### src/rtl/ccs_pkg.sv
// Shared constants, types and helpers for the C comment stripper.
`default_nettype none

package ccs_pkg;

	localparam int MODE_W = 3;
	localparam int CHAR_W = 8;
	localparam int OUT_DEPTH = 4;

	localparam logic [MODE_W-1:0] MODE_NORMAL      = 3'd0;
	localparam logic [MODE_W-1:0] MODE_AFTER_SLASH = 3'd1;
	localparam logic [MODE_W-1:0] MODE_STRING      = 3'd2;
	localparam logic [MODE_W-1:0] MODE_CHAR        = 3'd3;
	localparam logic [MODE_W-1:0] MODE_LINE        = 3'd4;
	localparam logic [MODE_W-1:0] MODE_BLOCK       = 3'd5;

	localparam logic [CHAR_W-1:0] CH_NL    = 8'h0A;
	localparam logic [CHAR_W-1:0] CH_SEMI  = 8'h3B;
	localparam logic [CHAR_W-1:0] CH_SLASH = 8'h2F;
	localparam logic [CHAR_W-1:0] CH_STAR  = 8'h2A;
	localparam logic [CHAR_W-1:0] CH_BSL   = 8'h5C;
	localparam logic [CHAR_W-1:0] CH_SPACE = 8'h20;
	localparam logic [CHAR_W-1:0] CH_DQ    = 8'h22;
	localparam logic [CHAR_W-1:0] CH_SQ    = 8'h27;

	// results of one byte, handed from the lexer to the output queue
	typedef struct packed {
		logic              valid;
		logic              two;
		logic [CHAR_W-1:0] c0;
		logic [CHAR_W-1:0] c1;
	} push_t;

	function automatic logic [CHAR_W-1:0] map_normal(input logic [CHAR_W-1:0] c);
		logic [CHAR_W-1:0] r;
		r = c;
		if (c == CH_NL) begin
			r = CH_SPACE;
		end else if (c == CH_SEMI) begin
			r = CH_NL;
		end
		return r;
	endfunction

endpackage

`default_nettype wire

### src/rtl/ccs_in_if.sv
// Input byte channel of the comment stripper.
`default_nettype none

interface ccs_in_if;
	logic       valid;
	logic       ready;
	logic [7:0] in_char;

	modport source (output valid, output in_char, input ready);
	modport sink (input valid, input in_char, output ready);
endinterface

`default_nettype wire

### src/rtl/ccs_out_if.sv
// Output byte channel of the comment stripper.
`default_nettype none

interface ccs_out_if;
	logic       valid;
	logic       ready;
	logic [7:0] out_char;
	logic       last_of_run;

	modport source (output valid, output out_char, output last_of_run, input ready);
	modport sink (input valid, input out_char, input last_of_run, output ready);
endinterface

`default_nettype wire

### src/rtl/ccs_lexer.sv
// Input register and lexer state: turns one byte into zero, one or two result bytes.
`default_nettype none

module ccs_lexer (
	input  wire logic     clk,
	input  wire logic     arst_n,
	ccs_in_if.sink        text_in,
	input  wire logic     space_ok,
	output ccs_pkg::push_t push
);

	logic                          valid_s1;
	logic [ccs_pkg::CHAR_W-1:0]    char_s1;
	logic [ccs_pkg::MODE_W-1:0]    mode_q;
	logic                          esc_q;
	logic                          star_q;

	logic [ccs_pkg::MODE_W-1:0]    mode_d;
	logic                          esc_d;
	logic                          star_d;
	logic                          one;
	logic                          two;
	logic [ccs_pkg::CHAR_W-1:0]    c0;
	logic [ccs_pkg::CHAR_W-1:0]    c1;
	logic [ccs_pkg::CHAR_W-1:0]    quote;
	logic                          adv;

	assign adv = valid_s1 && space_ok;
	assign text_in.ready = !valid_s1 || adv;

	always_ff @(posedge clk or negedge arst_n) begin
		if (!arst_n) begin
			valid_s1 <= 1'b0;
		end else if (text_in.ready) begin
			valid_s1 <= text_in.valid;
		end
	end

	always_ff @(posedge clk) begin
		if (text_in.ready && text_in.valid) begin
			char_s1 <= text_in.in_char;
		end
	end

	always_comb begin
		mode_d = mode_q;
		esc_d  = esc_q;
		star_d = star_q;
		one    = 1'b0;
		two    = 1'b0;
		c0     = char_s1;
		c1     = ccs_pkg::map_normal(char_s1);
		quote  = (mode_q == ccs_pkg::MODE_STRING) ? ccs_pkg::CH_DQ : ccs_pkg::CH_SQ;
		case (mode_q)
			ccs_pkg::MODE_AFTER_SLASH: begin
				if (char_s1 == ccs_pkg::CH_SLASH) begin
					mode_d = ccs_pkg::MODE_LINE;
					esc_d  = 1'b0;
				end else if (char_s1 == ccs_pkg::CH_STAR) begin
					mode_d = ccs_pkg::MODE_BLOCK;
					star_d = 1'b0;
				end else begin
					// lone slash: emit it, then the byte as normal text
					two    = 1'b1;
					c0     = ccs_pkg::CH_SLASH;
					mode_d = ccs_pkg::MODE_NORMAL;
					if (char_s1 == ccs_pkg::CH_DQ) begin
						mode_d = ccs_pkg::MODE_STRING;
						esc_d  = 1'b0;
					end else if (char_s1 == ccs_pkg::CH_SQ) begin
						mode_d = ccs_pkg::MODE_CHAR;
						esc_d  = 1'b0;
					end
				end
			end
			ccs_pkg::MODE_STRING, ccs_pkg::MODE_CHAR: begin
				one = 1'b1;
				if (char_s1 == quote && !esc_q) begin
					mode_d = ccs_pkg::MODE_NORMAL;
				end
				esc_d = (char_s1 == ccs_pkg::CH_BSL) && !esc_q;
			end
			ccs_pkg::MODE_LINE: begin
				if (char_s1 == ccs_pkg::CH_NL && !esc_q) begin
					one    = 1'b1;
					c0     = ccs_pkg::CH_SPACE;
					mode_d = ccs_pkg::MODE_NORMAL;
				end
				esc_d = (char_s1 == ccs_pkg::CH_BSL) && !esc_q;
			end
			ccs_pkg::MODE_BLOCK: begin
				if (char_s1 == ccs_pkg::CH_SLASH && star_q) begin
					one    = 1'b1;
					c0     = ccs_pkg::CH_SPACE;
					mode_d = ccs_pkg::MODE_NORMAL;
				end
				star_d = (char_s1 == ccs_pkg::CH_STAR);
			end
			default: begin
				mode_d = ccs_pkg::MODE_NORMAL;
				if (char_s1 == ccs_pkg::CH_SLASH) begin
					mode_d = ccs_pkg::MODE_AFTER_SLASH;
				end else begin
					one = 1'b1;
					c0  = ccs_pkg::map_normal(char_s1);
					if (char_s1 == ccs_pkg::CH_DQ) begin
						mode_d = ccs_pkg::MODE_STRING;
						esc_d  = 1'b0;
					end else if (char_s1 == ccs_pkg::CH_SQ) begin
						mode_d = ccs_pkg::MODE_CHAR;
						esc_d  = 1'b0;
					end
				end
			end
		endcase
	end

	always_ff @(posedge clk or negedge arst_n) begin
		if (!arst_n) begin
			mode_q <= ccs_pkg::MODE_NORMAL;
			esc_q  <= 1'b0;
			star_q <= 1'b0;
		end else if (adv) begin
			mode_q <= mode_d;
			esc_q  <= esc_d;
			star_q <= star_d;
		end
	end

	assign push.valid = adv && (one || two);
	assign push.two   = two;
	assign push.c0    = c0;
	assign push.c1    = c1;

	a_star_in_block: assert property (@(posedge clk) disable iff (!arst_n)
		star_q |-> (mode_q == ccs_pkg::MODE_BLOCK))
		else $error("star flag set outside a block comment");

	a_esc_in_lit: assert property (@(posedge clk) disable iff (!arst_n)
		esc_q |-> (mode_q == ccs_pkg::MODE_STRING || mode_q == ccs_pkg::MODE_CHAR ||
			mode_q == ccs_pkg::MODE_LINE))
		else $error("escape flag set outside a literal or line comment");

	a_two_slash: assert property (@(posedge clk) disable iff (!arst_n)
		(push.valid && push.two) |-> ($past(mode_q) == ccs_pkg::MODE_AFTER_SLASH ||
			mode_q == ccs_pkg::MODE_AFTER_SLASH) && push.c0 == ccs_pkg::CH_SLASH)
		else $error("two results without a pending slash");

endmodule

`default_nettype wire

### src/rtl/ccs_out_q.sv
// Queue of result bytes: takes one or two per cycle, pops one when ready.
`default_nettype none

module ccs_out_q #(
	parameter int DEPTH = ccs_pkg::OUT_DEPTH
) (
	input  wire logic      clk,
	input  wire logic      arst_n,
	input  ccs_pkg::push_t push,
	output logic           space_ok,
	ccs_out_if.source      text_out
);

	localparam int PW = (DEPTH > 1) ? $clog2(DEPTH) : 1;
	localparam int CW = $clog2(DEPTH + 1);

	logic [ccs_pkg::CHAR_W:0] mem_q [DEPTH];
	logic [PW-1:0]            wr_q;
	logic [PW-1:0]            rd_q;
	logic [CW-1:0]            count_q;
	logic [PW-1:0]            wr_nx;
	logic                     pop;
	logic [1:0]               n_push;

	function automatic logic [PW-1:0] step(input logic [PW-1:0] p);
		return (p == PW'(DEPTH - 1)) ? '0 : p + 1'b1;
	endfunction

	assign wr_nx    = step(wr_q);
	assign pop      = text_out.valid && text_out.ready;
	assign space_ok = count_q <= CW'(DEPTH - 2);
	assign n_push   = !push.valid ? 2'd0 : (push.two ? 2'd2 : 2'd1);

	always_ff @(posedge clk) begin
		if (push.valid) begin
			mem_q[wr_q] <= {!push.two, push.c0};
			if (push.two) begin
				mem_q[wr_nx] <= {1'b1, push.c1};
			end
		end
	end

	always_ff @(posedge clk or negedge arst_n) begin
		if (!arst_n) begin
			wr_q    <= '0;
			rd_q    <= '0;
			count_q <= '0;
		end else begin
			if (push.valid) begin
				wr_q <= push.two ? step(wr_nx) : wr_nx;
			end
			if (pop) begin
				rd_q <= step(rd_q);
			end
			count_q <= count_q + CW'(n_push) - CW'(pop);
		end
	end

	assign text_out.valid       = count_q != '0;
	assign text_out.out_char    = mem_q[rd_q][ccs_pkg::CHAR_W-1:0];
	assign text_out.last_of_run = mem_q[rd_q][ccs_pkg::CHAR_W];

	a_no_overflow: assert property (@(posedge clk) disable iff (!arst_n)
		push.valid |-> count_q <= CW'(DEPTH - 2))
		else $error("push into queue without room for two bytes");

	a_count_bound: assert property (@(posedge clk) disable iff (!arst_n)
		count_q <= CW'(DEPTH))
		else $error("queue count beyond depth");

	a_pop_only: assert property (@(posedge clk) disable iff (!arst_n)
		(pop && !push.valid) |=> count_q == $past(count_q) - 1'b1)
		else $error("queue count wrong after a lone transfer out");

endmodule

`default_nettype wire

### src/rtl/c_comment_stripper.sv
// Top level of the C comment stripper: lexer stage feeding an output queue.
// An accepted byte goes to the input register, then into the output queue, then out.
// Throughput: one byte per cycle; a byte with two results needs two output transfers,
// and input stalls while the output queue holds fewer than two free entries.
// Reset (arst_n low, asynchronous): normal text mode, escape and star flags clear,
// input stage and output queue empty.
`default_nettype none

module c_comment_stripper #(
	parameter int OUT_DEPTH = ccs_pkg::OUT_DEPTH
) (
	input  wire logic clk,
	input  wire logic arst_n,
	ccs_in_if.sink    text_in,
	ccs_out_if.source text_out
);

	ccs_pkg::push_t push;
	logic           space_ok;

	ccs_lexer u_lexer (
		.clk      (clk),
		.arst_n   (arst_n),
		.text_in  (text_in),
		.space_ok (space_ok),
		.push     (push)
	);

	ccs_out_q #(
		.DEPTH (OUT_DEPTH)
	) u_out_q (
		.clk      (clk),
		.arst_n   (arst_n),
		.push     (push),
		.space_ok (space_ok),
		.text_out (text_out)
	);

endmodule

`default_nettype wire
### src/flat_wrapper.sv
// flat-port wrapper written by rule: the top's interface ports become plain ports
module c_comment_stripper_flat 
#(
	parameter int OUT_DEPTH = ccs_pkg::OUT_DEPTH
)
  (clk, arst_n, text_in_valid, text_in_in_char, text_in_ready, text_out_valid, text_out_out_char, text_out_last_of_run, text_out_ready);
  ccs_in_if text_in_i ();
  ccs_out_if text_out_i ();
  input  wire logic clk;
  input  wire logic arst_n;
  input wire logic [$bits(text_in_i.valid)-1:0] text_in_valid;
  input wire logic [$bits(text_in_i.in_char)-1:0] text_in_in_char;
  output wire logic [$bits(text_in_i.ready)-1:0] text_in_ready;
  output wire logic [$bits(text_out_i.valid)-1:0] text_out_valid;
  output wire logic [$bits(text_out_i.out_char)-1:0] text_out_out_char;
  output wire logic [$bits(text_out_i.last_of_run)-1:0] text_out_last_of_run;
  input wire logic [$bits(text_out_i.ready)-1:0] text_out_ready;
  assign text_in_i.valid = text_in_valid;
  assign text_in_i.in_char = text_in_in_char;
  assign text_in_ready = text_in_i.ready;
  assign text_out_valid = text_out_i.valid;
  assign text_out_out_char = text_out_i.out_char;
  assign text_out_last_of_run = text_out_i.last_of_run;
  assign text_out_i.ready = text_out_ready;
  c_comment_stripper #(.OUT_DEPTH(OUT_DEPTH)) u_core (.clk(clk), .arst_n(arst_n), .text_in(text_in_i), .text_out(text_out_i));
endmodule
### config.mk
export PLATFORM = sky130hd
export DESIGN_NAME = c_comment_stripper_flat
export DESIGN_NICKNAME = d
export VERILOG_FILES = /design/src/rtl/ccs_pkg.sv /design/src/rtl/ccs_in_if.sv /design/src/rtl/ccs_out_if.sv /design/src/rtl/ccs_lexer.sv /design/src/rtl/ccs_out_q.sv /design/src/rtl/c_comment_stripper.sv /design/src/flat_wrapper.sv
export SDC_FILE = /design/constraint.sdc
export NUM_CORES = 1
export LEC_CHECK = 0
export ABC_AREA = 1
export BUFFER_PORTS_ARGS = -buffer_cell sky130_fd_sc_hd__buf_2
export CORE_ASPECT_RATIO = 0.6
export CORE_MARGIN = 8
export CORE_UTILIZATION = 45
export CTS_CLUSTER_SIZE = 40
export DETAILED_ROUTE_END_ITERATION = 8
export SLEW_MARGIN = 20
export SYNTH_ARGS = -nofsm -noshare
export SYNTH_HDL_FRONTEND = slang
export SYNTH_SLANG_ARGS = --single-unit
### constraint.sdc
create_clock -name clk -period 3.15 [get_ports clk]
set_input_delay 0.4725 -clock clk [delete_from_list [all_inputs] [get_ports clk]]
set_output_delay 0.4725 -clock clk [all_outputs]
set_load 0.005 [all_outputs]
==> Yosys cells after proc, flatten, opt, wreduce, memory -nomap -nowiden <==
Memory sizes are Yosys's and may differ from the RTL's.
Index checks and enable logic that the tools add are counted.
{ "op_classes": {"add_sub_neg": 5, "n_mul": 0, "n_div": 0, "n_lt_le_gt_ge": 1, "n_eq_ne": 23, "shifts": 0, "muxes": 45, "bitwise": 1, "n_reduce_logical": 20} }
{ "ops": {"columns": ["operator", "count"], "rows": [
  ["two-way mux 8 bit", 7],
  ["equality test 8 x 6 -> 1 bit, second input constant", 5],
  ["one-hot mux 8 bit (4 select lines)", 1],
  ["two-way mux 1 bit", 18],
  ["two-way mux 2 bit", 9],
  ["two-way mux 3 bit", 6],
  ["one-hot mux 3 bit (4 select lines)", 1],
  ["AND reduction 4 bit", 3],
  ["inequality test 2 bit, second input constant", 5],
  ["equality test 8 x 4 -> 1 bit, second input constant", 1],
  ["equality test 8 x 6 -> 1 bit", 1],
  ["equality test 8 x 7 -> 1 bit, second input constant", 1],
  ["logical AND 1 bit", 8],
  ["adder 2 x 1 -> 2 bit, second input constant", 3],
  ["equality test 2 bit, second input constant", 3],
  ["equality test 3 x 2 -> 1 bit, second input constant", 2],
  ["equality test 3 bit, second input constant", 2],
  ["one-hot mux 1 bit (4 select lines)", 1],
  ["adder 3 x 2 -> 3 bit", 1],
  ["equality test 3 x 1 -> 1 bit, second input constant", 1],
  ["less-or-equal comparator 3 x 2 -> 1 bit, second input constant", 1],
  ["logical NOT 1 bit", 3],
  ["inequality test 3 x 2 -> 1 bit, second input constant", 1],
  ["inequality test 3 bit, second input constant", 1],
  ["9 further kinds", 10]
]} }
{ "word_totals": {"register_bits": 21, "latch_bits": 0, "ram_bits": 36, "rom_bits": 0, "inputBits": 12, "out_inout_bits": 11, "word_cells": 104, "memories": 1} }
{ "memory_table": {"columns": ["memory", "words", "word_bits", "rd", "rd_clocked_by_memory_dff", "write_ports", "line", "source"], "rows": [
  ["u_core.u_out_q.mem_q", 4, 9, 1, 0, 2, "ccs_out_q.sv:17", "logic [ccs_pkg::CHAR_W:0] mem_q [DEPTH];"]
]} }

==> Depth between registers and ports, before layout <==
Gate-level depths: netlist (run 1).
{ "depth": {"depth_word": 9, "ltp_mapped": 15, "mapped_depth_nobuf": 14} }

==> By module <==
Synthesis (run 1) repeated with hierarchy kept, for this count alone.
{ "hier_totals": {"hier_cells": 474, "hier_area_um2": 3739.8} }
{ "modules_own_cells": {"columns": ["module", "n_inst", "cells_per_inst", "area_each_um2", "seq_area_each_um2"], "rows": [
  ["ccs_out_q", 1, 286, 2508.7, 1216.2],
  ["ccs_lexer", 1, 188, 1231.2, 390.4]
]} }

==> Worst setup path before layout (run 1) <==
No wires, ideal clock.
{ "synth_timing": {"path_type": "reg2reg", "start": "register u_core.u_lexer.char_s1[2] (netlist bit)", "end": "register u_core.u_out_q.count_q[2]", "setup_ns": 0.129, "t_arrival_ns": 2.316, "required_ns": 3.021, "setup_slack_ns": 0.705, "stages_incl_launch_ff": 15, "path_buffers": 1, "synth_period_minus_slack_ns": 2.445, "cell_sequence": "edfxtp_1 buf_4 nor2_1 nand2_1 nor2_2 nand3_2 nand3_2 nand2_4 ha_1 inv_1 ha_1 inv_1 fa_1 xnor2_1 xor2_1"} }
{ "synth_between": {"elab_chain_cells": 9, "elab_cells_between_ends": 18, "cone_classes": "2 x add/sub; 3 x eq/ne; 9 x mux; 4 x reduce/logical"} }
{ "synth_rtl": {"columns": ["item", "line", "source"], "rows": [
  ["start, declared", "ccs_lexer.sv:13", "logic [ccs_pkg::CHAR_W-1:0] char_s1;"],
  ["start signal, assigned", "ccs_lexer.sv:41", "char_s1 <= text_in.in_char;"],
  ["equality test 8 x 6 -> 1 bit, or another cell as far along", "ccs_lexer.sv:56, ccs_lexer.sv:92, ccs_lexer.sv:101", null],
  ["logical AND 1 bit, or another cell as far along", "ccs_lexer.sv:92", "if (char_s1 == ccs_pkg::CH_SLASH && star_q) begin"],
  ["two-way mux 1 bit, on equally long branches", "ccs_lexer.sv:92, ccs_lexer.sv:56, ccs_lexer.sv:84", null],
  ["one-hot mux 1 bit (4 select lines) / two-way mux 1 bit (equally long branches)", "ccs_lexer.sv:54", "case (mode_q)"],
  ["logical OR 1 bit", "ccs_lexer.sv:130", "assign push.valid = adv && (one || two);"],
  ["logical AND 1 bit", "ccs_lexer.sv:130", null],
  ["two-way mux 2 bit (*)", "ccs_out_q.sv:32", "assign n_push = !push.valid ? 2'd0 : (push.two ? 2'd2 : 2'd1);"],
  ["adder 3 x 2 -> 3 bit (*)", "ccs_out_q.sv:55", "count_q <= count_q + CW'(n_push) - CW'(pop);"],
  ["subtractor 3 x 1 -> 3 bit (*)", "ccs_out_q.sv:55", null],
  ["end signal, assigned", "ccs_out_q.sv:55", null],
  ["end, declared", "ccs_out_q.sv:20", "logic [CW-1:0] count_q;"]
]} }
Mark *: on every way between the ends. The rest lies on a longest branch, timed or not.
A chain may end at the register's enable or synchronous reset.

==> Worst setup path after layout (run 1) <==
Ends and elaborated chain as after synthesis.

==> results of run 1 <==
-- synth_stat cells (all sizes together) --
cell / count / area share [%]
a21boi: 1 / 0.21
a21oi: 9 / 1.6
buf: 5 / 1.1
clkbuf: 3 / 0.32
dfrtp: 13 / 9.3
dfxtp: 4 / 2.3
edfxtp: 40 / 34
fa: 1 / 0.57
ha: 9 / 3.2
inv: 46 / 5.2
nand2: 130 / 17
nand3: 20 / 3.1
nand4: 17 / 3.2
nor2: 46 / 6.5
nor4: 1 / 0.18
o211ai: 2 / 0.43
o21ai: 56 / 8.0
o22ai: 9 / 1.6
o31ai: 3 / 0.64
or2: 1 / 0.18
xnor2: 2 / 0.50
xor2: 2 / 0.50
-- flip-flops by register name (all words and copies together), names as in the netlist --
register,cells
u_core.u_out_q.mem_q,36
u_core.u_lexer.char_s1,8
u_core.u_lexer.mode_q,3
u_core.u_out_q.count_q,3
u_core.u_out_q.rd_q,2
u_core.u_out_q.wr_q,2
u_core.u_lexer.esc_q,1
u_core.u_lexer.star_q,1
u_core.u_lexer.valid_s1,1
-- worst paths after layout --
| check | start | endpoint | slack [ns] | depth (start not counted) |
|---|---|---|---|---|
| setup / recovery | u_core.u_lexer.char_s1[2] | u_core.u_out_q.count_q[2] | 0.50 | 13 |
| hold / removal | arst_n | u_core.u_lexer.mode_q[0] | 0.02 | 1 |
| setup reg to reg | u_core.u_lexer.char_s1[2] | u_core.u_out_q.count_q[2] | 0.50 | 13 |
| hold reg to reg | u_core.u_out_q.mem_q[2][8] | u_core.u_out_q.mem_q[2][8] | 0.44 | 2 |
| max in group asynchronous | arst_n | u_core.u_out_q.rd_q[1] | 2.90 | 1 |
| min in group clk | text_in_in_char[6] | u_core.u_lexer.char_s1[6] | 0.31 | 1 |
-- metal layers --
layer	vias to the layer above	share of wire, %	global-route usage (%)
li1	1471	-	-
met1	1378	52	27.0
met2	116	38	23.1
met3	13	7.9	5.25
met4	0	1.4	6.71
met5	-	0	0
-- final cells by class --
cell class	instances	area share, %
well taps	108	3.39
clock inverters	3	0.440
multi-input cells	309	41.8
flip-flops and latches	57	40.3
inverters	46	4.59
repair buffers	23	2.95
clock buffers	13	6.53
-- placed cells by master (no fill, tap or decap), types with 2 or more instances in the layout --
master	instances
clkbuf_1	2
inv_2	11
nand2_1	114
o31ai_1	3
nand3_1	18
clkbuf_8	2
o22ai_1	9
clkbuf_16	9
nor2_4	4
ha_1	9
nand4_1	16
xor2_1	2
nor2_1	38
xnor2_1	2
buf_2	22
inv_4	2
o211ai_1	2
dfxtp_1	4
edfxtp_1	40
dfrtp_1	13
nor2_2	3
nand2_4	11
clkinv_2	2
a21oi_1	8
o21ai_0	35
nand2_2	4
o21ai_1	21
inv_1	32
nand3_2	2
-- report_power, final --
| part | switching, mW | internal, mW | total (mW) |
|---|---|---|---|
| clock network | 0.333 | 0.571 | 0.904 |
| registers | 0.177 | 1.05 | 1.22 |
| logic | 0.824 | 0.428 | 1.25 |
| total | 1.33 | 2.04 | 3.38 |
-- per-stage QoR --
step	hold slack (ns)	power [mW]	util (%)
floorplan	0.177	2.11	-
global placement	0.383	2.47	48.2
detailed placement	0.383	2.49	48.2
CTS	0.0266	3.39	51.8
global route	0.0502	3.64	51.8
finish	0.0182	3.38	51.8
-- cells by family (layout without fill, tap and decap cells) --
kind of cell,count (synthesis),after routing,synth area share (%)
flip-flops,57,57,45.9
XOR/XNOR,4,4,1.00
AND/OR/NAND/NOR,215,215,30.2
buffers and inverters,54,85,6.61
adder cells (fa/ha/maj),10,10,3.79
AO/OA/AOI/OAI,80,80,12.5
==> impl_metrics.csv, run 1 <==
group,metric,value,unit
clocking,cts_root_buf,"clkbuf_16",
clocking,htreeDepth,3,
clocking,cts_tree,"yes",
cells_and_area,fillerInstances,772,
cells_and_area,regArea,1610,sq um
timing,rsz0062_at_grt,"no",
global_routing,grt_pass1_vias,2865,
clocking,clkLatencyLatePin,0.34,ns
floorplan,die_w,130,um
drt,dr.pass1.iters,5,
global_routing,grt_max_degree,22,
cells_and_area,layout.nets,468,
synthesis,syn_nets,442,
timing,slew_headroom,56.1,%
drt,viasPerCell,5.33,
worst_setup_path,cp_num_buf_inv,2,
floorplan,die_area,11000,sq um
synthesis,synth.yosys.seq_area_share,45.9,%
timing,setup_viol,0,
run,cap_violations,0,
timing,slew_violations,0,
synthesis,syn_area,3500,sq um
timing,tns,0,ns
timing,min_period_over_period,84.2,%
timing,period_needed,2.65,ns
clocking,cts.path.max_buffers,2,
place,dpl_cell_area,3710,sq um
floorplan,rows,25,
global_routing,gr-total-overflow,0,
cells_and_area,layout-drive-gt1-share,17.7,%
timing,worst_pin_slew,0.658,ns
cells_and_area,final_cell_area,3980,sq um
synthesis,yosys_warnings,0,
worst_setup_path,critical_path_class,"reg2reg",
place,dpl.cell_count,543,
synthesis,ys_ff_latch,57,
pwr,p_leak,1.83,nW
timing,fin_skew,0.00551,ns
clocking,cts.sinks,57,
timing,fmax,0.377,GHz
global_routing,grt_use_total,17.9,%
drt,routed_wl,9120,um
drt,num_vias,2978,
hold_path,hp-class,"in2async",
timing,layout_setup_ws,0.498,ns
clocking,postCtsSetupBuffers,0,
outcome,status,"complete, no violations",
drt,ant_nets,0,
place,finalWeightedCongestion,0.914,
worst_setup_path,required,3.37,ns
worst_setup_path,crit_path_cell_trace,"nor2_1 -> nand2_1 -> nor2_2 -> nand3_2 -> nand3_2 -> nand2_4 -> ha_1 -> inv_1 -> ha_1 -> inv_1 -> fa_1 -> xnor2_1 -> xor2_1",
synthesis,avgSynthCellArea,8.34,sq um
worst_setup_path,cp.arrival,2.87,ns
global_routing,grt_pass1_wl,14900,um
floorplan,dieHeight,84.3,um
cells_and_area,syn2layout_area_growth,13.8,%
floorplan,io_pins,23,
clocking,clk_pin_slew,0.05,ns
synthesis,synthDistinctLibCells,37,
drt,first_iter_violations,271,
cells_and_area,layout.cells.non_filler,559,
drt,drcViolationCount,0,
worst_setup_path,crit_fanout,11,
place,dp_hpwl,6950,um
clocking,numCtsBuffers,9,
synthesis,netlist_instances,420,
worst_setup_path,crit_path_end_kind,"register",
worst_setup_path,slowest_stage,"edfxtp_1",
pwr,power_density,848,nW/um^2
worst_setup_path,critical_path.top_delay_family,"simple AND/OR/NAND/NOR gates",
clocking,ctsResizeCount,0,
cells_and_area,multi_input_area,1660,sq um
worst_setup_path,slowest_delay,0.53,ns
cells_and_area,antenna_cells,0,
place,port_buffers,22,
floorplan,initial_utilization,45.5,%
floorplan,core_area,7690,sq um
timing,hold_viol,0,
pwr,vdd_drop_max,0.319,mV
place,pre_cts_ws,0.470,ns
drt,post_drt_wl_per_cell,16.3,um
worst_setup_path,start_kind,"register",
clocking,cts_hold_buf,0,
global_routing,antenna_found_initial,0,
Power figures use the tool's default switching activity.
==> run 2, diff against run 1 <==
Clock period 3.15 ns to 2.2 ns, I/O delays scaled along.
==> impl_metrics.csv, run 2 (synthesis gave the netlist of run 1 again) <==
group,metric,value,unit
timing,min_period_over_period,102,%
pwr,p_leak,2.21,nW
cells_and_area,final_cell_mix,"nand2_1 (107), buf_4 (64), edfxtp_1 (40)",
hold_path,hold_start,"text_in_in_char[0]",
timing,period_needed,2.24,ns
floorplan,core_area,7690,sq um
timing,slew_violations,0,
worst_setup_path,crit_path_end_kind,"register",
cells_and_area,final_cell_area,4690,sq um
place,dpl_cell_area,4210,sq um
global_routing,gr-total-overflow,0,
worst_setup_path,start_kind,"register",
place,finalWeightedCongestion,0.979,
worst_setup_path,r2r-end,"u_core.u_out_q.count_q[2]",
cells_and_area,top_regs,"u_core.u_out_q.mem_q: 36 flops, u_core.u_lexer.char_s1: 8 flops",
global_routing,grt_max_degree,20,
floorplan,die_w,130,um
outcome,status,"finished, violations left",
pwr,vdd_drop_max,0.607,mV
cells_and_area,antenna_cells,0,
floorplan,io_pins,23,
clocking,cts_tree,"yes",
place,pre_cts_ws,-0.162,ns
run,cap_violations,0,
cells_and_area,final_common_cell,"nand2_1",
drt,post_drt_wl_per_cell,15.6,um
drt,ant_nets,0,
worst_setup_path,cp.arrival,2.45,ns
drt,viasPerCell,5.20,
cells_and_area,layout.cells.non_filler,628,
place,dp_hpwl,7520,um
clocking,clk_pin_slew,0.05,ns
clocking,cts.path.max_buffers,2,
cells_and_area,syn2layout_area_growth,34.0,%
cells_and_area,layout-drive-gt1-share,33.1,%
clocking,cts.sinks,57,
worst_setup_path,timing.rr.start,"u_core.u_lexer.char_s1[0]",
timing,slew_headroom,55.1,%
timing,worst_pin_slew,0.668,ns
clocking,clkLatencyLatePin,0.33,ns
cells_and_area,fillerInstances,688,
worst_setup_path,crit_fanout,3,
worst_setup_path,critical_path_class,"reg2reg",
cells_and_area,multi_input_area,1800,sq um
cells_and_area,final_util,61.0,%
timing,hold_viol,0,
hold_path,hp-class,"in2reg",
hold_path,hold_depth,1,
pwr,power_density,1210,nW/um^2
place,port_buffers,22,
worst_setup_path,reg2reg_setup_slack,-0.04,ns
cells_and_area,largest_reg_flops,36,
hold_path,whs_endpoint,"u_core.u_lexer.char_s1[0]",
timing,rsz0062_at_grt,"yes",
worst_setup_path,reg2regPathDepth,13,
drt,num_vias,3263,
drt,drcViolationCount,0,
global_routing,grt_use_total,19.4,%
cells_and_area,regMostFlops,"u_core.u_out_q.mem_q",
cells_and_area,regArea,1610,sq um
global_routing,antenna_found_initial,0,
timing,fmax,0.447,GHz
floorplan,die_area,11000,sq um
drt,first_iter_violations,246,
clocking,numCtsBuffers,9,
timing,layout_setup_ws,-0.0366,ns
clocking,cts_root_buf,"clkbuf_16",
global_routing,grt_pass1_wl,16100,um
floorplan,dieHeight,84.3,um
cells_and_area,layout.nets,537,
outcome,violations,"setup timing",
timing,fin_skew,0.00695,ns
floorplan,rows,25,
clocking,htreeDepth,3,
drt,routed_wl,9790,um
worst_setup_path,startpoint,"u_core.u_lexer.char_s1[0]",
floorplan,initial_utilization,45.5,%
timing,setup_viol,1,
place,dpl.cell_count,599,
drt,dr.pass1.iters,5,
global_routing,grt_pass1_vias,3146,
worst_setup_path,required,2.41,ns
-- run 2: critical path, stage by stage, from the launching register on --
cell and delay [ns]:
edfxtp_1 0.47, nor2_4 0.15, nand2_2 0.07, nor2_4 0.15
nand3_4 0.09, nand3_4 0.08, nand2_4 0.06, ha_4 0.21
inv_2 0.06, ha_4 0.11, inv_2 0.03, fa_2 0.35
xnor2_2 0.15, xor2_1 0.13
-- run 2: how the worst max path moves through the flow --
stage / slack [ns] / cells past startpoint / end
after floorplan: -0.09 / 13 / u_core.u_out_q.count_q[2]
after global placement: -0.08 / 12 / u_core.u_out_q.count_q[2]
after detailed placement: -0.16 / 12 / u_core.u_out_q.count_q[2]
after CTS: -0.05 / 13 / u_core.u_out_q.count_q[2]
after global routing: -0.16 / 13 / u_core.u_out_q.count_q[2]
final: -0.04 / 13 / u_core.u_out_q.count_q[2]
-- run 2: area by class of cell --
type	count	share of cell area, %
well taps	108	2.88
multi-input cells	310	38.3
clock inverters	6	1.76
repair buffers	91	13.9
inverters	46	3.97
clock buffers	10	4.88
flip-flops and latches	57	34.3
-- run 2: what timing repair did --
| item | 4_1_cts | 5_1_grt |
|---|---|---|
| pin swaps | 8 | 7 |
| hold buffers | 1 | 0 |
| hold endpoints to repair | 13 | 0 |
| setup buffers | 6 | 5 |
| gates resized for setup | 8 | 11 |
| setup endpoints to repair | 2 | 35 |
| cloned | 0 | 1 |
-- run 2: routing by layer --
metal / part of all wire (%) / vias to the layer above / wire (um) / global-route usage, %
li1: - / 1611 / - / -
met1: 50 / 1510 / 4920 / 27.8
met2: 39 / 130 / 3810 / 25.5
met3: 9.3 / 12 / 915 / 7.08
met4: 1.5 / 0 / 151 / 7.23
met5: 0 / - / 0 / 0
-- run 2: power breakdown --
| part | switching [mW] | internal (mW) |
|---|---|---|
| combinational | 1.47 | 1.09 |
| sequential | 0.184 | 1.50 |
| clock | 0.478 | 0.983 |
| total | 2.13 | 3.56 |
-- run 2: stage by stage --
step / TNS (ns) / power, mW / hold slack [ns]
6_report: -0.0366 / 5.70 / 0.168
5_1_grt: -0.208 / 6.12 / 0.161
4_1_cts: -0.0512 / 5.58 / 0.155
3_5_place_dp: -0.217 / 4.03 / 0.242
3_3_place_gp: -0.0829 / 3.99 / 0.242
2_1_floorplan: -0.0933 / 3.12 / 0.0344
